### config.mk
export PLATFORM = sky130hd
export DESIGN_NAME = joint_angle_path_interpolator_core_flat
export DESIGN_NICKNAME = d
export VERILOG_FILES = /design/src/rtl/core/jap_pkg.sv /design/src/rtl/core/jap_in_if.sv /design/src/rtl/core/jap_out_if.sv /design/src/rtl/core/jap_cfg_if.sv /design/src/rtl/core/jap_alu.sv /design/src/rtl/core/jap_step.sv /design/src/rtl/core/joint_angle_path_interpolator_core.sv /design/src/flat_wrapper.sv
export SDC_FILE = /design/constraint.sdc
export NUM_CORES = 1
export LEC_CHECK = 0
export BUFFER_PORTS_ARGS = -buffer_cell sky130_fd_sc_hd__buf_2
export CORE_UTILIZATION = 45
export CTS_BUF_LIST = sky130_fd_sc_hd__clkbuf_16
export DETAILED_ROUTE_END_ITERATION = 6
export MAX_ROUTING_LAYER = met4
export PLACE_DENSITY = 0.67
export SYNTH_ARGS = -nofsm -noshare
export SYNTH_HDL_FRONTEND = slang
export SYNTH_SLANG_ARGS = --single-unit
### constraint.sdc
create_clock -name clk -period 5.6 [get_ports clk]
set_input_delay 1.12 -clock clk [delete_from_list [all_inputs] [get_ports clk]]
set_output_delay 1.12 -clock clk [all_outputs]
set_load 0.1 [all_outputs]
### src/rtl/core/jap_pkg.sv
// Shared constants, codes and types of the joint angle path interpolator.
package jap_pkg;

  // Field and register widths
  localparam int JOINT_W    = 2;
  localparam int ANGLE_W    = 24;
  localparam int INDEX_W    = 6;
  localparam int COUNT_W    = 7;
  localparam int MASK_W     = 4;
  localparam int CFG_IDX_W  = 4;
  localparam int CFG_DATA_W = 7;

  // Block limits
  localparam int JOINTS      = 4;
  localparam int MAX_SAMPLES = 64;

  // Internal widths
  localparam int ALU_W  = 27;
  localparam int ACC_W  = 26;
  localparam int DIV_W  = 6;
  localparam int REM2_W = 7;
  localparam int CNT_W  = 5;
  localparam int QUO_W  = 24;

  // Angle constants, Q.16
  localparam int PI_Q     = 205887;
  localparam int TWO_PI_Q = 411775;
  localparam int ANG_MIN  = -8388608;
  localparam int ANG_MAX  = 8388607;

  // Wrap reduction: lift by 2^LIFT_SHIFT turns, then reduce in RED_STEPS binary steps
  localparam int LIFT_SHIFT = 5;
  localparam int RED_STEPS  = 5;
  localparam int DIV_STEPS  = QUO_W;

  // Configuration register indexes
  localparam logic [CFG_IDX_W-1:0] REG_PERIODIC_MASK = 4'd0;
  localparam logic [CFG_IDX_W-1:0] REG_SAMPLE_COUNT  = 4'd1;

  // Shared arithmetic unit operations
  typedef enum logic [1:0] {
    ALU_ADD,
    ALU_SUB,
    ALU_CSUB,
    ALU_CADD
  } alu_op_t;

  // Sequencer states
  typedef enum logic [3:0] {
    ST_IDLE,
    ST_WOFS,
    ST_WLIFT,
    ST_WRED,
    ST_WEND,
    ST_DIFF,
    ST_FOLD,
    ST_MAG,
    ST_DIV,
    ST_SQ,
    ST_SQ1,
    ST_EMIT
  } seq_state_t;

  // Stepper control
  typedef struct packed {
    logic load;
    logic advance;
  } step_ctl_t;

  // Stepper start values
  typedef struct packed {
    logic signed [ACC_W-1:0] acc;
    logic signed [ACC_W-1:0] sq;
    logic signed [ACC_W-1:0] sq1;
    logic [REM2_W-1:0]       rem;
    logic [REM2_W-1:0]       rem_step;
    logic [REM2_W-1:0]       two_d;
    logic                    periodic;
  } step_init_t;

endpackage

### src/rtl/core/jap_in_if.sv
// Input channel: one joint's start and goal angle.
interface jap_in_if;
  logic                                 valid;
  logic                                 ready;
  logic [jap_pkg::JOINT_W-1:0]          joint_index;
  logic signed [jap_pkg::ANGLE_W-1:0]   start_angle;
  logic signed [jap_pkg::ANGLE_W-1:0]   goal_angle;

  modport source (output valid, output joint_index, output start_angle, output goal_angle,
                  input ready);
  modport sink (input valid, input joint_index, input start_angle, input goal_angle,
                output ready);
endinterface

### src/rtl/core/jap_out_if.sv
// Result channel: one interpolated path sample.
interface jap_out_if;
  logic                                 valid;
  logic                                 ready;
  logic [jap_pkg::JOINT_W-1:0]          joint_tag;
  logic [jap_pkg::INDEX_W-1:0]          sample_index;
  logic signed [jap_pkg::ANGLE_W-1:0]   path_angle;
  logic                                 last_sample;

  modport source (output valid, output joint_tag, output sample_index, output path_angle,
                  output last_sample, input ready);
  modport sink (input valid, input joint_tag, input sample_index, input path_angle,
                input last_sample, output ready);
endinterface

### src/rtl/core/jap_cfg_if.sv
// Configuration write channel: register index and write data.
interface jap_cfg_if;
  logic                                valid;
  logic                                ready;
  logic [jap_pkg::CFG_IDX_W-1:0]       index;
  logic [jap_pkg::CFG_DATA_W-1:0]      data;

  modport source (output valid, output index, output data, input ready);
  modport sink (input valid, input index, input data, output ready);
endinterface

### src/rtl/core/jap_alu.sv
// Shared add, subtract and conditional add/subtract unit of the sequencer.
module jap_alu (
  input  jap_pkg::alu_op_t                  op,
  input  logic signed [jap_pkg::ALU_W-1:0]  a,
  input  logic signed [jap_pkg::ALU_W-1:0]  b,
  output logic signed [jap_pkg::ALU_W-1:0]  y,
  output logic                              neg
);

  logic signed [jap_pkg::ALU_W-1:0] sum;
  logic signed [jap_pkg::ALU_W-1:0] dif;

  assign sum = a + b;
  assign dif = a - b;

  // Select result; conditional forms keep a when the condition fails
  always_comb begin
    unique case (op)
      jap_pkg::ALU_ADD: begin
        y   = sum;
        neg = sum[jap_pkg::ALU_W-1];
      end
      jap_pkg::ALU_SUB: begin
        y   = dif;
        neg = dif[jap_pkg::ALU_W-1];
      end
      jap_pkg::ALU_CSUB: begin
        neg = dif[jap_pkg::ALU_W-1];
        y   = neg ? a : dif;
      end
      jap_pkg::ALU_CADD: begin
        neg = a[jap_pkg::ALU_W-1];
        y   = neg ? sum : a;
      end
      default: begin
        y   = sum;
        neg = sum[jap_pkg::ALU_W-1];
      end
    endcase
  end

endmodule

### src/rtl/core/jap_step.sv
// Sample stepper: accumulates the rounded quotient step and wraps or saturates each sample.
module jap_step (
  input  logic                                clk,
  input  jap_pkg::step_ctl_t                  ctl,
  input  jap_pkg::step_init_t                 init,
  output logic signed [jap_pkg::ANGLE_W-1:0]  angle
);

  localparam int AW = jap_pkg::ACC_W;
  localparam int RW = jap_pkg::REM2_W;

  logic signed [AW-1:0] acc_r;
  logic signed [AW-1:0] sq_r;
  logic signed [AW-1:0] sq1_r;
  logic [RW-1:0]        rem_r;
  logic [RW-1:0]        rem_step_r;
  logic [RW-1:0]        two_d_r;
  logic                 periodic_r;

  logic [RW:0]          rem_sum;
  logic [RW:0]          rem_red;
  logic                 carry;
  logic [RW-1:0]        rem_nxt;
  logic signed [AW-1:0] acc_nxt;
  logic signed [AW-1:0] sel;

  // Remainder of the rounded quotient: one carry into the step when it reaches 2d
  assign rem_sum = {1'b0, rem_r} + {1'b0, rem_step_r};
  assign rem_red = rem_sum - {1'b0, two_d_r};
  assign carry   = (rem_sum >= {1'b0, two_d_r});
  assign rem_nxt = carry ? rem_red[RW-1:0] : rem_sum[RW-1:0];
  assign acc_nxt = carry ? (acc_r + sq1_r) : (acc_r + sq_r);

  // Load start values or advance one sample
  always_ff @(posedge clk) begin
    if (ctl.load) begin
      acc_r      <= init.acc;
      sq_r       <= init.sq;
      sq1_r      <= init.sq1;
      rem_r      <= init.rem;
      rem_step_r <= init.rem_step;
      two_d_r    <= init.two_d;
      periodic_r <= init.periodic;
    end else if (ctl.advance) begin
      acc_r <= acc_nxt;
      rem_r <= rem_nxt;
    end
  end

  // Wrap a periodic sample by one turn, saturate others to the field range
  always_comb begin
    if (periodic_r) begin
      priority if (acc_r < -jap_pkg::PI_Q) begin
        sel = acc_r + AW'(jap_pkg::TWO_PI_Q);
      end else if (acc_r >= (jap_pkg::TWO_PI_Q - jap_pkg::PI_Q)) begin
        sel = acc_r - AW'(jap_pkg::TWO_PI_Q);
      end else begin
        sel = acc_r;
      end
    end else begin
      priority if (acc_r > jap_pkg::ANG_MAX) begin
        sel = AW'(jap_pkg::ANG_MAX);
      end else if (acc_r < jap_pkg::ANG_MIN) begin
        sel = AW'(jap_pkg::ANG_MIN);
      end else begin
        sel = acc_r;
      end
    end
  end

  assign angle = sel[jap_pkg::ANGLE_W-1:0];

endmodule

### src/rtl/core/joint_angle_path_interpolator_core.sv
// After the input transfer a periodic joint has its angles wrapped; the divide is skipped
// when n is 0 or 1. Then one sample per cycle as the result side takes them. A new item is
// taken only once the one before has put its last sample in the output register;
// n = 0 gives no result. in_ch.ready is high only in idle. One shared adder runs the setup.
// Reset (rst_n, synchronous, active low) clears the sequencer, the output valid and the
// configuration registers to periodic_mask 15 and sample_count 2.
module joint_angle_path_interpolator_core (
  input  logic        clk,
  input  logic        rst_n,
  jap_cfg_if.sink     cfg_ch,
  jap_in_if.sink      in_ch,
  jap_out_if.source   out_ch
);

  localparam int AW = jap_pkg::ALU_W;

  // Configuration
  logic [jap_pkg::MASK_W-1:0]    mask_r;
  logic [jap_pkg::COUNT_W-1:0]   count_r;

  // Sequencer
  jap_pkg::seq_state_t           state_r;
  jap_pkg::seq_state_t           state_nxt;
  logic [jap_pkg::CNT_W-1:0]     cnt_r;
  logic                          wsel_r;

  // Item registers
  logic [jap_pkg::JOINT_W-1:0]   joint_r;
  logic                          per_r;
  logic [jap_pkg::COUNT_W-1:0]   n_r;
  logic signed [AW-1:0]          sa_r;
  logic signed [AW-1:0]          ga_r;
  logic signed [AW-1:0]          w_r;
  logic                          neg_r;
  logic [jap_pkg::QUO_W-1:0]     quo_r;
  logic [jap_pkg::DIV_W-1:0]     rem_r;
  logic signed [AW-1:0]          sq_r;
  logic [jap_pkg::COUNT_W-1:0]   k_r;

  // Output register
  logic                               out_valid_r;
  logic [jap_pkg::JOINT_W-1:0]        out_joint_r;
  logic [jap_pkg::INDEX_W-1:0]        out_index_r;
  logic signed [jap_pkg::ANGLE_W-1:0] out_angle_r;
  logic                               out_last_r;

  // Shared unit and stepper
  jap_pkg::alu_op_t              alu_op;
  logic signed [AW-1:0]          alu_a;
  logic signed [AW-1:0]          alu_b;
  logic signed [AW-1:0]          alu_y;
  logic                          alu_neg;
  jap_pkg::step_ctl_t            step_ctl;
  jap_pkg::step_init_t           step_init;
  logic signed [jap_pkg::ANGLE_W-1:0] step_angle;

  logic                          in_fire;
  logic                          joint_ok;
  logic                          out_fire;
  logic                          emit_go;
  logic                          last_now;
  logic [jap_pkg::DIV_W-1:0]     d;
  logic [jap_pkg::REM2_W-1:0]    div_t;
  logic signed [AW-1:0]          two_pi_a;
  logic signed [AW-1:0]          pi_a;

  assign two_pi_a = AW'(jap_pkg::TWO_PI_Q);
  assign pi_a     = AW'(jap_pkg::PI_Q);

  assign in_ch.ready  = (state_r == jap_pkg::ST_IDLE);
  assign cfg_ch.ready = 1'b1;
  assign in_fire      = in_ch.valid && in_ch.ready;
  assign joint_ok     = (int'(in_ch.joint_index) < jap_pkg::JOINTS);
  assign out_fire     = out_valid_r && out_ch.ready;

  assign d        = jap_pkg::DIV_W'(n_r - jap_pkg::COUNT_W'(1));
  assign div_t    = {rem_r, quo_r[jap_pkg::QUO_W-1]};
  assign last_now = (k_r == (n_r - jap_pkg::COUNT_W'(1)));
  assign emit_go  = (state_r == jap_pkg::ST_EMIT) && (k_r != n_r) &&
                    (!out_valid_r || out_ch.ready);

  jap_alu u_alu (
    .op  (alu_op),
    .a   (alu_a),
    .b   (alu_b),
    .y   (alu_y),
    .neg (alu_neg)
  );

  assign step_init.acc      = jap_pkg::ACC_W'(sa_r);
  assign step_init.sq       = jap_pkg::ACC_W'(sq_r);
  assign step_init.sq1      = jap_pkg::ACC_W'(alu_y);
  assign step_init.rem      = jap_pkg::REM2_W'(d);
  assign step_init.rem_step = {rem_r, 1'b0};
  assign step_init.two_d    = {d, 1'b0};
  assign step_init.periodic = per_r;

  jap_step u_step (
    .clk   (clk),
    .ctl   (step_ctl),
    .init  (step_init),
    .angle (step_angle)
  );

  // State register
  always_ff @(posedge clk) begin
    if (!rst_n) begin
      state_r <= jap_pkg::ST_IDLE;
    end else begin
      state_r <= state_nxt;
    end
  end

  // Next state and shared unit operands
  always_comb begin
    state_nxt        = state_r;
    alu_op           = jap_pkg::ALU_ADD;
    alu_a            = w_r;
    alu_b            = '0;
    step_ctl.load    = 1'b0;
    step_ctl.advance = emit_go;
    unique case (state_r)
      jap_pkg::ST_IDLE: begin
        if (in_fire && joint_ok) begin
          state_nxt = mask_r[in_ch.joint_index] ? jap_pkg::ST_WOFS : jap_pkg::ST_DIFF;
        end
      end
      jap_pkg::ST_WOFS: begin
        alu_a     = wsel_r ? ga_r : sa_r;
        alu_b     = pi_a;
        state_nxt = jap_pkg::ST_WLIFT;
      end
      jap_pkg::ST_WLIFT: begin
        alu_op    = jap_pkg::ALU_CADD;
        alu_b     = two_pi_a <<< jap_pkg::LIFT_SHIFT;
        state_nxt = jap_pkg::ST_WRED;
      end
      jap_pkg::ST_WRED: begin
        alu_op = jap_pkg::ALU_CSUB;
        alu_b  = two_pi_a <<< cnt_r[2:0];
        if (cnt_r == '0) begin
          state_nxt = jap_pkg::ST_WEND;
        end
      end
      jap_pkg::ST_WEND: begin
        alu_op    = jap_pkg::ALU_SUB;
        alu_b     = pi_a;
        state_nxt = wsel_r ? jap_pkg::ST_DIFF : jap_pkg::ST_WOFS;
      end
      jap_pkg::ST_DIFF: begin
        alu_op    = jap_pkg::ALU_SUB;
        alu_a     = ga_r;
        alu_b     = sa_r;
        state_nxt = per_r ? jap_pkg::ST_FOLD : jap_pkg::ST_MAG;
      end
      jap_pkg::ST_FOLD: begin
        priority if (w_r > jap_pkg::PI_Q) begin
          alu_op = jap_pkg::ALU_SUB;
          alu_b  = two_pi_a;
        end else if (w_r < -jap_pkg::PI_Q) begin
          alu_b  = two_pi_a;
        end else begin
          alu_b  = '0;
        end
        state_nxt = jap_pkg::ST_MAG;
      end
      jap_pkg::ST_MAG: begin
        alu_op    = w_r[AW-1] ? jap_pkg::ALU_SUB : jap_pkg::ALU_ADD;
        alu_a     = '0;
        alu_b     = w_r;
        state_nxt = (n_r > jap_pkg::COUNT_W'(1)) ? jap_pkg::ST_DIV : jap_pkg::ST_SQ;
      end
      jap_pkg::ST_DIV: begin
        alu_op = jap_pkg::ALU_CSUB;
        alu_a  = AW'(div_t);
        alu_b  = AW'(d);
        if (cnt_r == '0) begin
          state_nxt = jap_pkg::ST_SQ;
        end
      end
      jap_pkg::ST_SQ: begin
        alu_op    = neg_r ? jap_pkg::ALU_SUB : jap_pkg::ALU_ADD;
        alu_a     = '0;
        alu_b     = AW'(quo_r);
        state_nxt = jap_pkg::ST_SQ1;
      end
      jap_pkg::ST_SQ1: begin
        alu_op        = neg_r ? jap_pkg::ALU_SUB : jap_pkg::ALU_ADD;
        alu_a         = sq_r;
        alu_b         = AW'(1);
        step_ctl.load = 1'b1;
        state_nxt     = jap_pkg::ST_EMIT;
      end
      jap_pkg::ST_EMIT: begin
        if (k_r == n_r) begin
          state_nxt = jap_pkg::ST_IDLE;
        end
      end
      default: begin
        state_nxt = jap_pkg::ST_IDLE;
      end
    endcase
  end

  // Item datapath: latch, wrap, fold, divide and count samples
  always_ff @(posedge clk) begin
    unique case (state_r)
      jap_pkg::ST_IDLE: begin
        if (in_fire) begin
          joint_r <= in_ch.joint_index;
          per_r   <= mask_r[in_ch.joint_index];
          sa_r    <= AW'(in_ch.start_angle);
          ga_r    <= AW'(in_ch.goal_angle);
          wsel_r  <= 1'b0;
          n_r     <= (int'(count_r) > jap_pkg::MAX_SAMPLES) ?
                     jap_pkg::COUNT_W'(jap_pkg::MAX_SAMPLES) : count_r;
        end
      end
      jap_pkg::ST_WOFS: begin
        w_r <= alu_y;
      end
      jap_pkg::ST_WLIFT: begin
        w_r   <= alu_y;
        cnt_r <= jap_pkg::CNT_W'(jap_pkg::RED_STEPS - 1);
      end
      jap_pkg::ST_WRED: begin
        w_r   <= alu_y;
        cnt_r <= cnt_r - jap_pkg::CNT_W'(1);
      end
      jap_pkg::ST_WEND: begin
        if (wsel_r) begin
          ga_r <= alu_y;
        end else begin
          sa_r <= alu_y;
        end
        wsel_r <= 1'b1;
      end
      jap_pkg::ST_DIFF: begin
        w_r <= alu_y;
      end
      jap_pkg::ST_FOLD: begin
        w_r <= alu_y;
      end
      jap_pkg::ST_MAG: begin
        neg_r <= w_r[AW-1];
        quo_r <= alu_y[jap_pkg::QUO_W-1:0];
        rem_r <= '0;
        cnt_r <= jap_pkg::CNT_W'(jap_pkg::DIV_STEPS - 1);
      end
      jap_pkg::ST_DIV: begin
        rem_r <= alu_y[jap_pkg::DIV_W-1:0];
        quo_r <= {quo_r[jap_pkg::QUO_W-2:0], ~alu_neg};
        cnt_r <= cnt_r - jap_pkg::CNT_W'(1);
      end
      jap_pkg::ST_SQ: begin
        sq_r <= alu_y;
      end
      jap_pkg::ST_SQ1: begin
        k_r <= '0;
      end
      jap_pkg::ST_EMIT: begin
        if (emit_go) begin
          k_r <= k_r + jap_pkg::COUNT_W'(1);
        end
      end
      default: begin
        k_r <= k_r;
      end
    endcase
  end

  // Output register: load a sample, drop valid once transferred
  always_ff @(posedge clk) begin
    if (!rst_n) begin
      out_valid_r <= 1'b0;
    end else if (emit_go) begin
      out_valid_r <= 1'b1;
    end else if (out_fire) begin
      out_valid_r <= 1'b0;
    end
  end

  always_ff @(posedge clk) begin
    if (emit_go) begin
      out_joint_r <= joint_r;
      out_index_r <= k_r[jap_pkg::INDEX_W-1:0];
      out_angle_r <= step_angle;
      out_last_r  <= last_now;
    end
  end

  assign out_ch.valid        = out_valid_r;
  assign out_ch.joint_tag    = out_joint_r;
  assign out_ch.sample_index = out_index_r;
  assign out_ch.path_angle   = out_angle_r;
  assign out_ch.last_sample  = out_last_r;

  // Configuration writes; unknown indexes are ignored
  always_ff @(posedge clk) begin
    if (!rst_n) begin
      mask_r  <= jap_pkg::MASK_W'(15);
      count_r <= jap_pkg::COUNT_W'(2);
    end else if (cfg_ch.valid && cfg_ch.ready) begin
      unique case (cfg_ch.index)
        jap_pkg::REG_PERIODIC_MASK: mask_r  <= cfg_ch.data[jap_pkg::MASK_W-1:0];
        jap_pkg::REG_SAMPLE_COUNT:  count_r <= cfg_ch.data;
        default: begin
          mask_r <= mask_r;
        end
      endcase
    end
  end

  // Checks
  a_count_bound: assert property (@(posedge clk) disable iff (!rst_n)
    (state_r == jap_pkg::ST_EMIT) |-> (k_r <= n_r))
    else $error("sample counter passed the sample count");

  a_div_rem: assert property (@(posedge clk) disable iff (!rst_n)
    (state_r == jap_pkg::ST_DIV) |-> (rem_r < d))
    else $error("divider remainder not below divisor");

  a_last_done: assert property (@(posedge clk) disable iff (!rst_n)
    (emit_go && last_now) |=> (k_r == n_r))
    else $error("last sample sent before the run completed");

  a_busy: assert property (@(posedge clk) disable iff (!rst_n)
    (in_fire && joint_ok) |=> !in_ch.ready)
    else $error("input ready while an item is in progress");

endmodule

### src/flat_wrapper.sv
// flat-port wrapper written by rule: the top's interface ports become plain ports
module joint_angle_path_interpolator_core_flat 
  (clk, rst_n, cfg_ch_valid, cfg_ch_index, cfg_ch_data, cfg_ch_ready, in_ch_valid, in_ch_joint_index, in_ch_start_angle, in_ch_goal_angle, in_ch_ready, out_ch_valid, out_ch_joint_tag, out_ch_sample_index, out_ch_path_angle, out_ch_last_sample, out_ch_ready);
  jap_cfg_if cfg_ch_i ();
  jap_in_if in_ch_i ();
  jap_out_if out_ch_i ();
  input  logic clk;
  input  logic rst_n;
  input wire logic [$bits(cfg_ch_i.valid)-1:0] cfg_ch_valid;
  input wire logic [$bits(cfg_ch_i.index)-1:0] cfg_ch_index;
  input wire logic [$bits(cfg_ch_i.data)-1:0] cfg_ch_data;
  output wire logic [$bits(cfg_ch_i.ready)-1:0] cfg_ch_ready;
  input wire logic [$bits(in_ch_i.valid)-1:0] in_ch_valid;
  input wire logic [$bits(in_ch_i.joint_index)-1:0] in_ch_joint_index;
  input wire logic [$bits(in_ch_i.start_angle)-1:0] in_ch_start_angle;
  input wire logic [$bits(in_ch_i.goal_angle)-1:0] in_ch_goal_angle;
  output wire logic [$bits(in_ch_i.ready)-1:0] in_ch_ready;
  output wire logic [$bits(out_ch_i.valid)-1:0] out_ch_valid;
  output wire logic [$bits(out_ch_i.joint_tag)-1:0] out_ch_joint_tag;
  output wire logic [$bits(out_ch_i.sample_index)-1:0] out_ch_sample_index;
  output wire logic [$bits(out_ch_i.path_angle)-1:0] out_ch_path_angle;
  output wire logic [$bits(out_ch_i.last_sample)-1:0] out_ch_last_sample;
  input wire logic [$bits(out_ch_i.ready)-1:0] out_ch_ready;
  assign cfg_ch_i.valid = cfg_ch_valid;
  assign cfg_ch_i.index = cfg_ch_index;
  assign cfg_ch_i.data = cfg_ch_data;
  assign cfg_ch_ready = cfg_ch_i.ready;
  assign in_ch_i.valid = in_ch_valid;
  assign in_ch_i.joint_index = in_ch_joint_index;
  assign in_ch_i.start_angle = in_ch_start_angle;
  assign in_ch_i.goal_angle = in_ch_goal_angle;
  assign in_ch_ready = in_ch_i.ready;
  assign out_ch_valid = out_ch_i.valid;
  assign out_ch_joint_tag = out_ch_i.joint_tag;
  assign out_ch_sample_index = out_ch_i.sample_index;
  assign out_ch_path_angle = out_ch_i.path_angle;
  assign out_ch_last_sample = out_ch_i.last_sample;
  assign out_ch_i.ready = out_ch_ready;
  joint_angle_path_interpolator_core u_core (.clk(clk), .rst_n(rst_n), .cfg_ch(cfg_ch_i), .in_ch(in_ch_i), .out_ch(out_ch_i));
endmodule
==> results.yml, run 1 <==
status:
  run_status: "completed"
floorplanning:
  initial_utilization_pct: 45.6
  io_pins: 102
  die_y_um: 214
  floorplan.die.width_um: 214
  dieArea_um2: 45700
  core-area_um2: 44200
  num_rows: 77
critical_path:
  worst-setup-path-type: "reg -> reg"
  timing.critical_path.mode_cell: "sky130_fd_sc_hd__buf_4"
  critical-path-slowest-cell: "sky130_fd_sc_hd__a222oi_1"
  cp_cell_sequence: "nor4_2, a21oi_1, o211ai_1, nand2b_1, a311oi_1, or3_1, a41oi_1, a21boi_1, buf_4, and4_4, fa_1, a211oi_2, o21ai_2, a21oi_2, o31ai_1, a21oi_1, buf_4, xor2_4, buf_4, a21o_1, a222oi_1, buf_4, a21oi_1"
  end_kind: "flop"
  crit_path_start: "u_core.w_r[0]"
  worst_ep_arrival_time_ps: 5710
  cp.required_ps: 5910
  critical_path_peak_fanout: 10
  critPathBufInv: 4
  timing.reg2reg.setup_slack_ps: 200
  worst_path_dominant_cell_family: "compound AO/OA/AOI/OAI gates"
  r2r_cells: 23
  worstSetupStartpointType: "flop"
  crit-reg2reg-capture: "u_core.quo_r[11]"
  crit_path_max_incr_delay_ps: 480
  timing.rr.start: "u_core.w_r[0]"
timing:
  final.setup.worst_slack_ps: 204
  skew_ps: 20.4
  timing.final.setup_violations: 0
  report.final.slew_viol_count: 0
  f_max_mhz: 185
  layout_min_cycle_time_ps: 5400
  hold_viol: 0
  final_worst_path_period_share_pct: 96.4
  worst_slew_margin_rel_pct: 7.97
  max_slew.worst_pin.slew_ps: 1370
drt:
  drt-total-wl_mm: 64.6
  firstDrtPassIters: 6
  antenna_left: 0
  num_vias: 17500
  drc_errors: 0
  wl_per_cell_um: 22.6
  drtIter0Drc: 1932
  viasPerCell: 6.14
placed_design:
  detailed_place_hpwl_mm: 49.9
  finalWeightedCongestion: 0.999
  dp_worst_setup_slack_ps: -96.8
  placement.io_buffers: 100
grt:
  grt_antenna_before_repair: 0
  grt_pass1_vias: 16500
  grt_remaining_overflow: 0
  first_pass_grt_wire_length_mm: 97.6
  global_route_usage_over_all_layers_pct: 29.0
  maximum_number_of_pins_on_one_net_before_global_route_repair: 50
synth:
  post-synth-top-area-cell: "sky130_fd_sc_hd__edfxtp_1"
  post_synth.cell_area_avg_um2: 9.68
  synth_top_cell_area_share_pct: 43.5
  synth_enable_flop_cells: 292
  ys.warnings.count: 0
  synth.area.top_cells: "sky130_fd_sc_hd__edfxtp_1, sky130_fd_sc_hd__ha_1, sky130_fd_sc_hd__a21oi_1"
  synthCells: 2083
  synth_seq_cells: 309
  synth_area_um2: 20200
  mapped_nets: 2259
  synth-async-reset-ratio_pct: 0
  synth_top_flop_cell: "sky130_fd_sc_hd__edfxtp_1"
  yosys.cell_types.count: 95
  synth-seq-area-share_pct: 45.2
final_layout:
  nNetsFinal: 2412
  antennaDiodeCount: 0
  layout-drive-gt1-share_pct: 16.3
  area_growth_syn_to_layout_pct: 14.6
clock_network:
  holdBufCountCts: 0
  clock_latency_ps: 590
  number_of_sinks_driven_by_the_clock_tree: 309
  path_clk_slew_ps: 70
  buffer_type_at_the_clock_tree_root: "sky130_fd_sc_hd__clkbuf_16"
  cts_tree: "built"
  cts_max_level: 1
  ctsLongestPathBuffers: 3
  tritoncts.num_buffers: 31
job:
  drv_cap: 0
worst_hold_path:
  hold_class: "reg -> reg"
  hold_crit_endpoint: "u_core.out_ch.joint_tag[1]"
  timing.hold.worst.start: "u_core.joint_r[1]"
  min_path_cells: 0
-- repair_timing --
item                       4_1_cts  5_1_grt
buffers inserted                 1        2
pin swaps                        1       14
gates resized for setup          1       34
cloned                           0        0
setup endpoints to repair        2      151
-- state kept, by name, summed over array words and instances (netlist names), 24 cells and up --
signal,count
u_core.u_step.sq1_r,26
u_core.ga_r,27
u_core.sa_r,27
u_core.out_ch.path_angle,24
u_core.u_step.acc_r,26
u_core.u_step.sq_r,26
u_core.sq_r,27
u_core.w_r,27
u_core.quo_r,24
-- cells by family (layout without fill, tap and decap cells) --
kind of cell | count (synthesis) | in the layout | synth area share, %
buffers and inverters | 222 | 398 | 4.26
xor gates and xnor gates | 78 | 78 | 3.42
muxes | 55 | 55 | 2.99
AOI/OAI and AO/OA | 671 | 671 | 22.5
and+or+nand+nor | 637 | 637 | 14.7
adders and majority gates | 110 | 110 | 7.01
DFF | 309 | 309 | 45.2
other | 1 | 1 | 0.0186
-- cell type report --
class | instances | area [um^2]
clock inverter | 25 | 209
inverter | 110 | 415
sequential | 309 | 9110
tap | 592 | 741
multi-input combinational | 1552 | 10300
clock buffer | 31 | 776
fill | 4067 | 21100
timing repair buffer | 232 | 1520
-- placed cells by master, fill, tap and decap left out, drive strengths merged, types with 8 or more instances in the layout --
cell type | netlist | routed
buf | 18 | 232
o211ai | 16 | 16
nand2b | 25 | 25
a222oi | 32 | 32
a221oi | 13 | 13
and3 | 15 | 15
a211oi | 21 | 21
ha | 105 | 105
a22oi | 43 | 43
nor4 | 18 | 18
a21o | 32 | 32
a211o | 8 | 8
o21ai | 135 | 135
nor2 | 184 | 184
xnor2 | 51 | 51
a31oi | 43 | 43
or3 | 13 | 13
inv | 104 | 109
nor2b | 27 | 27
o21a | 13 | 13
clkinv | 6 | 21
nand3 | 34 | 34
clkbuf | 94 | 31
o31ai | 24 | 24
dfxtp | 17 | 17
mux2 | 32 | 32
nand4 | 18 | 18
o21bai | 13 | 13
xor2 | 27 | 27
edfxtp | 292 | 292
nand2 | 226 | 226
and2 | 9 | 9
o311ai | 10 | 10
a21oi | 169 | 169
o22ai | 12 | 12
mux2i | 22 | 22
nor3 | 36 | 36
-- worst reg2reg max path, stage by stage (launching register included) --
cell and delay (ps):
sky130_fd_sc_hd__edfxtp_1 420, sky130_fd_sc_hd__nor4_2 330, sky130_fd_sc_hd__a21oi_1 120, sky130_fd_sc_hd__o211ai_1 200, sky130_fd_sc_hd__nand2b_1 80, sky130_fd_sc_hd__a311oi_1 260
sky130_fd_sc_hd__or3_1 220, sky130_fd_sc_hd__a41oi_1 150, sky130_fd_sc_hd__a21boi_1 180, sky130_fd_sc_hd__buf_4 200, sky130_fd_sc_hd__and4_4 180, sky130_fd_sc_hd__fa_1 450
sky130_fd_sc_hd__a211oi_2 320, sky130_fd_sc_hd__o21ai_2 110, sky130_fd_sc_hd__a21oi_2 160, sky130_fd_sc_hd__o31ai_1 90, sky130_fd_sc_hd__a21oi_1 170, sky130_fd_sc_hd__buf_4 170
sky130_fd_sc_hd__xor2_4 90, sky130_fd_sc_hd__buf_4 190, sky130_fd_sc_hd__a21o_1 280, sky130_fd_sc_hd__a222oi_1 480, sky130_fd_sc_hd__buf_4 210, sky130_fd_sc_hd__a21oi_1 70
-- worst max path at each step --
stage	depth (start not counted)	slack, ps	end
floorplan	21	9	u_core.ga_r[5]
global placement	21	-10	u_core.u_step.acc_r[24]
detailed placement	21	-100	u_core.u_step.acc_r[24]
CTS	21	2	u_core.u_step.acc_r[24]
global route	23	-50	u_core.u_step.sq1_r[20]
finish	23	200	u_core.quo_r[11]
-- through the flow --
step	hold WS, ps	setup TNS [ps]	area [um^2]	cells	utilization, %
after floorplan	400	0	20200	2083	-
after global placement	405	-17.5	22000	2792	49.8
after detailed placement	415	-170	22000	2792	49.8
after CTS	432	0	23000	2849	52.0
after global routing	445	-641	23100	2851	52.3
final	434	0	23100	2851	52.3
-- synthesized netlist by cell type (36+ instances only) --
master and n:
sky130_fd_sc_hd__nor3_1 36, sky130_fd_sc_hd__xnor2_1 51, sky130_fd_sc_hd__o21ai_0 132, sky130_fd_sc_hd__edfxtp_1 292, sky130_fd_sc_hd__nor2_1 182, sky130_fd_sc_hd__a31oi_1 43, sky130_fd_sc_hd__inv_1 102, sky130_fd_sc_hd__a21oi_1 169
sky130_fd_sc_hd__clkbuf_1 93, sky130_fd_sc_hd__nand2_1 225, sky130_fd_sc_hd__ha_1 105, sky130_fd_sc_hd__a22oi_1 43
-- per-layer routing --
layer / wire length (um) / part of all wire, % / vias up / GRT usage, %
met1: 28300 / 44 / 8389 / 40.4
li1: - / - / 8163 / -
met2: 29000 / 45 / 839 / 44.4
met3: 5600 / 8.7 / 100 / 3.65
met5: 0 / 0 / - / -
met4: 1590 / 2.5 / 0 / 7.76
Power of run 1 is left out: the tool's default activity adds up to more than one toggle a clock period on the data nets, which glitch-free logic cannot reach.
==> run 2: changes to the inputs <==
REMOVE_ABC_BUFFERS = 1   (was unset)
==> results.yml, run 2 (synthesis gave the netlist of run 1 again) <==
timing:
  worst_slew_margin_rel_pct: 25.4
  timing.final.setup_violations: 0
  report.final.slew_viol_count: 0
  fin_setup_tns_ps: 0
  skew_ps: 11.9
  f_max_mhz: 185
  hold_viol: 0
  layout_min_cycle_time_ps: 5410
  max_slew.worst_pin.slew_ps: 1120
  final_worst_path_period_share_pct: 96.6
  grt_setup_unrepaired: "true"
critical_path:
  cp.required_ps: 5900
  worstSetupStartpointType: "flop"
  end_kind: "flop"
  critical_path_peak_fanout: 12
  worst-setup-path-type: "reg -> reg"
  worst_ep_arrival_time_ps: 5710
job:
  drv_cap: 0
status:
  run_status: "completed"
clock_network:
  cts_tree: "built"
  ctsLongestPathBuffers: 3
  clock_latency_ps: 580
  cts_max_level: 1
  tritoncts.num_buffers: 31
  buffer_type_at_the_clock_tree_root: "sky130_fd_sc_hd__clkbuf_16"
  number_of_sinks_driven_by_the_clock_tree: 309
  path_clk_slew_ps: 70
  holdBufCountCts: 0
drt:
  antenna_left: 0
  num_vias: 17800
  drtIter0Drc: 2045
  drc_errors: 0
  wl_per_cell_um: 23.7
  firstDrtPassIters: 7
  viasPerCell: 6.11
  drt-total-wl_mm: 69.0
final_layout:
  layout.cells.most_common_list: "sky130_fd_sc_hd__edfxtp_1, sky130_fd_sc_hd__nand2_1, sky130_fd_sc_hd__buf_4"
  layout.cells.most_common: "sky130_fd_sc_hd__edfxtp_1"
  layout-drive-gt1-share_pct: 18.8
  area_growth_syn_to_layout_pct: 17.3
  final_design_area_no_fill_um2: 23700
  antennaDiodeCount: 0
  nNetsFinal: 2477
grt:
  maximum_number_of_pins_on_one_net_before_global_route_repair: 53
  grt_antenna_before_repair: 0
  first_pass_grt_wire_length_mm: 103
  grt_util_met2_pct: 50.0
  global_route_usage_over_all_layers_pct: 30.9
  gr-usage-met3_pct: 3.30
  grtUsageMet1_pct: 41.6
  grt_remaining_overflow: 0
  globalRoute.busiestLayer: "met2"
  grt_pass1_vias: 16700
placed_design:
  place_area_um2: 22500
  detailed_place_hpwl_mm: 53.7
  placement.io_buffers: 100
  finalWeightedCongestion: 1.00
floorplanning:
  core-area_um2: 44200
  floorplan.die.width_um: 214
  io_pins: 102
  die_y_um: 214
  num_rows: 77
  dieArea_um2: 45700
  initial_utilization_pct: 45.6
worst_hold_path:
  hold_class: "reg -> reg"
## run 2: metal layers
metal	up-vias	share of wire (%)
met4	0	2.6
li1	8313	-
met5	-	0
met3	89	8.1
met2	817	47
met1	8612	42
## run 2: through the flow
step | utilization, % | hold slack [ps] | setup slack [ps] | std cells
floorplan | - | 400 | -746 | 1971
global placement | 50.9 | 419 | 46.2 | 2855
detailed placement | 50.9 | 430 | -108 | 2855
CTS | 53.3 | 446 | 9.21 | 2913
global route | 53.5 | 453 | -76.8 | 2916
finish | 53.5 | 442 | 190 | 2916
## run 2: final cells by class
type	count	area, um^2
clock buffer	31	776
clock inverter	25	262
inverter	110	415
multi-input combinational	1552	10300
fill	3923	20600
sequential	309	9110
tap	592	741
timing repair buffer	297	2020
## run 2: critical path, stage by stage (launching register included)
cell,delay (ps)
sky130_fd_sc_hd__edfxtp_1,440
sky130_fd_sc_hd__nand4_1,190
sky130_fd_sc_hd__a21oi_1,210
sky130_fd_sc_hd__o211ai_1,110
sky130_fd_sc_hd__nand2b_1,110
sky130_fd_sc_hd__a311oi_2,110
sky130_fd_sc_hd__or3_1,320
sky130_fd_sc_hd__a41oi_1,240
sky130_fd_sc_hd__a21boi_0,230
sky130_fd_sc_hd__buf_4,220
sky130_fd_sc_hd__o2111a_1,290
sky130_fd_sc_hd__ha_1,300
sky130_fd_sc_hd__o21ai_1,140
sky130_fd_sc_hd__o21ai_1,190
sky130_fd_sc_hd__a21oi_2,90
sky130_fd_sc_hd__o31ai_2,280
sky130_fd_sc_hd__a21oi_2,130
sky130_fd_sc_hd__buf_4,150
sky130_fd_sc_hd__xnor2_1,290
sky130_fd_sc_hd__o21ai_1,120
sky130_fd_sc_hd__buf_4,220
sky130_fd_sc_hd__a222oi_1,430
sky130_fd_sc_hd__buf_4,230
sky130_fd_sc_hd__a21oi_1,80
## run 2: final timing paths
check | from | endpoint | slack (ps) | cells after the start
max | u_core.w_r[8] | u_core.quo_r[2] | 190 | 23
min reg2reg | u_core.joint_r[0] | u_core.out_ch.joint_tag[0] | 440 | 0
max reg2reg | u_core.w_r[8] | u_core.quo_r[2] | 190 | 23
min | u_core.joint_r[0] | u_core.out_ch.joint_tag[0] | 440 | 0
## run 2: what timing repair did
item,in CTS,in global routing
buffers inserted,2,3
resized for setup,2,27
setup endpoints to repair,20,161
pin swaps,0,6
Power of run 2 is left out for the same reason.
==> run 3: changes to the inputs <==
ABC_AREA = 1   (was unset)
RECOVER_POWER = 50   (was unset)
==> results.yml, run 3 <==
final_layout:
  antennaDiodeCount: 0
  layout.cells.most_common: "sky130_fd_sc_hd__nand2_1"
  nNetsFinal: 3252
  layout-drive-gt1-share_pct: 7.09
  area_growth_syn_to_layout_pct: 10.9
  final_design_area_no_fill_um2: 24500
  final_core_util_pct: 51.0
  filler_cell_count: 4755
  layout.cells.most_common_list: "sky130_fd_sc_hd__nand2_1, sky130_fd_sc_hd__inv_1, sky130_fd_sc_hd__edfxtp_1"
timing:
  skew_ps: 22.2
  timing.final.setup_violations: 0
  layout_min_cycle_time_ps: 5400
  grt_setup_unrepaired: "false"
  f_max_mhz: 185
  worst_slew_margin_rel_pct: -62.4
  final_worst_path_period_share_pct: 96.4
  hold_viol: 0
  max_slew.worst_pin.slew_ps: 2440
  report.final.slew_viol_count: 166
synth:
  post_synth.cell_area_avg_um2: 7.41
  dominant_cell_by_count_in_the_synthesized_netlist: "sky130_fd_sc_hd__nand2_1"
  post-synth-top-area-cell: "sky130_fd_sc_hd__edfxtp_1"
  yosys.cell_types.count: 59
  synth_seq_cells: 309
  synthCells: 2982
  synth-async-reset-ratio_pct: 0
  synth_enable_flop_cells: 292
  synth_top_flop_cell: "sky130_fd_sc_hd__edfxtp_1"
  synth-seq-area-share_pct: 41.2
  synthMuxAreaShare_pct: 0
  synthXorXnorAreaFrac_pct: 2.42
  largest_family_of_logic_cells_by_synthesized_area: "simple AND/OR/NAND/NOR gates"
  yosys-top-cells-count: "sky130_fd_sc_hd__nand2_1, sky130_fd_sc_hd__inv_1, sky130_fd_sc_hd__edfxtp_1, sky130_fd_sc_hd__nor2_1, sky130_fd_sc_hd__nand3_1"
  area_share_of_and_or_nand_nor_cells_after_synthesis_pct: 30.6
  synth.area.top_cells: "sky130_fd_sc_hd__edfxtp_1, sky130_fd_sc_hd__nand2_1, sky130_fd_sc_hd__ha_1"
  yosys.area_share.adder_pct: 6.40
  synth_compound_gate_area_share_pct: 11.3
  ys.warnings.count: 0
  synth_area_um2: 22100
  synth_top_cell_area_share_pct: 39.7
floorplanning:
  die_y_um: 224
  initial_utilization_pct: 46.0
  num_rows: 80
  floorplan.die.width_um: 224
  core-area_um2: 48000
  dieArea_um2: 50000
  io_pins: 102
power_and_ir_drop:
  p_leak_nw: 11.1
  p_clk_share_pct: 13.7
  share_seq_of_total_power_pct: 21.9
  total_switching_power_mw: 9.34
  irDropWorstVdd_mv: 0.452
  switching_share_pct: 54.1
  pwr-share-comb_pct: 64.4
  power.density_cell_area_nw_per_um2: 705
  cell_internal_pwr_mw: 7.93
critical_path:
  worstSetupStartpointType: "flop"
  critical_path_peak_fanout: 31
  timing.reg2reg.setup_slack_ps: 200
  end_kind: "flop"
  worst_ep_arrival_time_ps: 5670
  cp.required_ps: 5870
  worst-setup-path-type: "reg -> reg"
drt:
  drc_errors: 0
  firstDrtPassIters: 7
  drt-total-wl_mm: 83.6
  wl_per_cell_um: 22.5
  antenna_left: 0
  viasPerCell: 5.80
  num_vias: 21600
  drtIter0Drc: 2697
clock_network:
  cts_post_setup_buffers_inserted: 0
  cts_tree: "built"
  number_of_sinks_driven_by_the_clock_tree: 309
  path_clk_slew_ps: 60
  buffer_type_at_the_clock_tree_root: "sky130_fd_sc_hd__clkbuf_16"
  clock_latency_ps: 570
  cts_max_level: 2
  ctsLongestPathBuffers: 3
  holdBufCountCts: 0
  tritoncts.num_buffers: 36
grt:
  grt_remaining_overflow: 0
  grt_antenna_before_repair: 0
  maximum_number_of_pins_on_one_net_before_global_route_repair: 63
  first_pass_grt_wire_length_mm: 124
  global_route_usage_over_all_layers_pct: 34.2
  grt_pass1_vias: 20100
placed_design:
  detailed_place_hpwl_mm: 66.5
  placement.io_buffers: 100
  finalWeightedCongestion: 1.06
  place_area_um2: 23400
job:
  drv_cap: 5
status:
  failed_checks: "max-capacitance violations, max-slew violations"
  run_status: "complete, but fails checks"
worst_hold_path:
  hold_class: "reg -> reg"
[run 3: changes by cell type in the layout (fill, tap and decap cells not counted), moves of 46 or more]
cell | previous run | this run
sky130_fd_sc_hd__nand2_1 | 225 | 929
sky130_fd_sc_hd__inv_1 | 107 | 343
sky130_fd_sc_hd__nand3_1 | 33 | 234
sky130_fd_sc_hd__buf_4 | 194 | 42
sky130_fd_sc_hd__nor2_1 | 179 | 256
sky130_fd_sc_hd__o21ai_0 | 125 | 190
sky130_fd_sc_hd__clkbuf_1 | 0 | 46
[run 3: final timing paths]
path                      from                     end  cells past startpoint
max          u_core.state_r[1]          u_core.w_r[17]                     16
min            u_core.sq_r[10]  u_core.u_step.sq_r[10]                      0
max reg2reg  u_core.state_r[1]          u_core.w_r[17]                     16
min reg2reg    u_core.sq_r[10]  u_core.u_step.sq_r[10]                      0
[run 3: worst max-delay path, cell delays in order, from the launching register on]
cell and delay, ps:
sky130_fd_sc_hd__dfxtp_1 420, sky130_fd_sc_hd__nand2_1 150, sky130_fd_sc_hd__inv_1 220, sky130_fd_sc_hd__nand2_1 410
sky130_fd_sc_hd__buf_4 350, sky130_fd_sc_hd__nand2_1 70, sky130_fd_sc_hd__clkbuf_1 1560, sky130_fd_sc_hd__nor2_2 150
sky130_fd_sc_hd__nand3_2 240, sky130_fd_sc_hd__nand2_4 100, sky130_fd_sc_hd__inv_2 90, sky130_fd_sc_hd__nand2_4 120
sky130_fd_sc_hd__inv_2 380, sky130_fd_sc_hd__nand3_1 130, sky130_fd_sc_hd__nand3_1 90, sky130_fd_sc_hd__nor2_1 50
sky130_fd_sc_hd__a22oi_1 510
[run 3: cells by family after synthesis]
logic type / after synthesis
xor gates and xnor gates: 61
and+or+nand+nor: 1601
DFF: 309
other: 1
AOI/OAI and AO/OA: 447
adders and majority gates: 110
buffers and inverters: 453
[run 3: routing by layer]
metal	up-vias	global-route usage [%]	wire length, um
met5	-	-	0
li1	10100	-	-
met3	179	4.60	7300
met4	0	12.5	3330
met2	1137	52.6	37200
met1	10100	46.1	35700
[run 3: final cells by class]
type                            count  area (um^2)  share of cell area [%]
Multi-Input combinational cell   2220        11200                    45.9
Sequential cell                   309         9110                    37.2
Clock buffer                       38          951                    3.88
Clock inverter                     25          219                   0.894
Tap cell                          615          769                    3.14
Timing Repair Buffer              156          888                    3.63
Inverter                          353         1330                    5.41
[run 3: power groups by stage]
stage | sequential [mW] | clock (mW) | combinational [mW]
final | 3.79 | 2.37 | 11.1
after detailed placement | 3.81 | 0 | 10.7
after global routing | 3.81 | 2.46 | 11.9
after CTS | 3.77 | 2.37 | 10.7
after global placement | 3.81 | 0 | 10.6
after floorplan | 3.69 | 0 | 6.65
[run 3: through the flow]
stage          total power, mW  hold slack (ps)  setup WS [ps]  TNS [ps]  instances
2_1_floorplan             10.3              400          -1100   -161800       2882
4_1_cts                   16.8              436            205         0       3716
5_1_grt                   18.2              456           36.0         0       3716
3_5_place_dp              14.5              425            222         0       3653
6_report                  17.3              448            204         0       3716
3_3_place_gp              14.4              410            182         0       3653
[run 3: repair_timing]
| action | CTS | global route |
|---|---|---|
| setup endpoints to repair | 0 | 162 |
| endpoints found under the hold margin | 0 | 0 |
| gates resized for setup | 0 | 3 |
(Power assumes the default switching activity.)
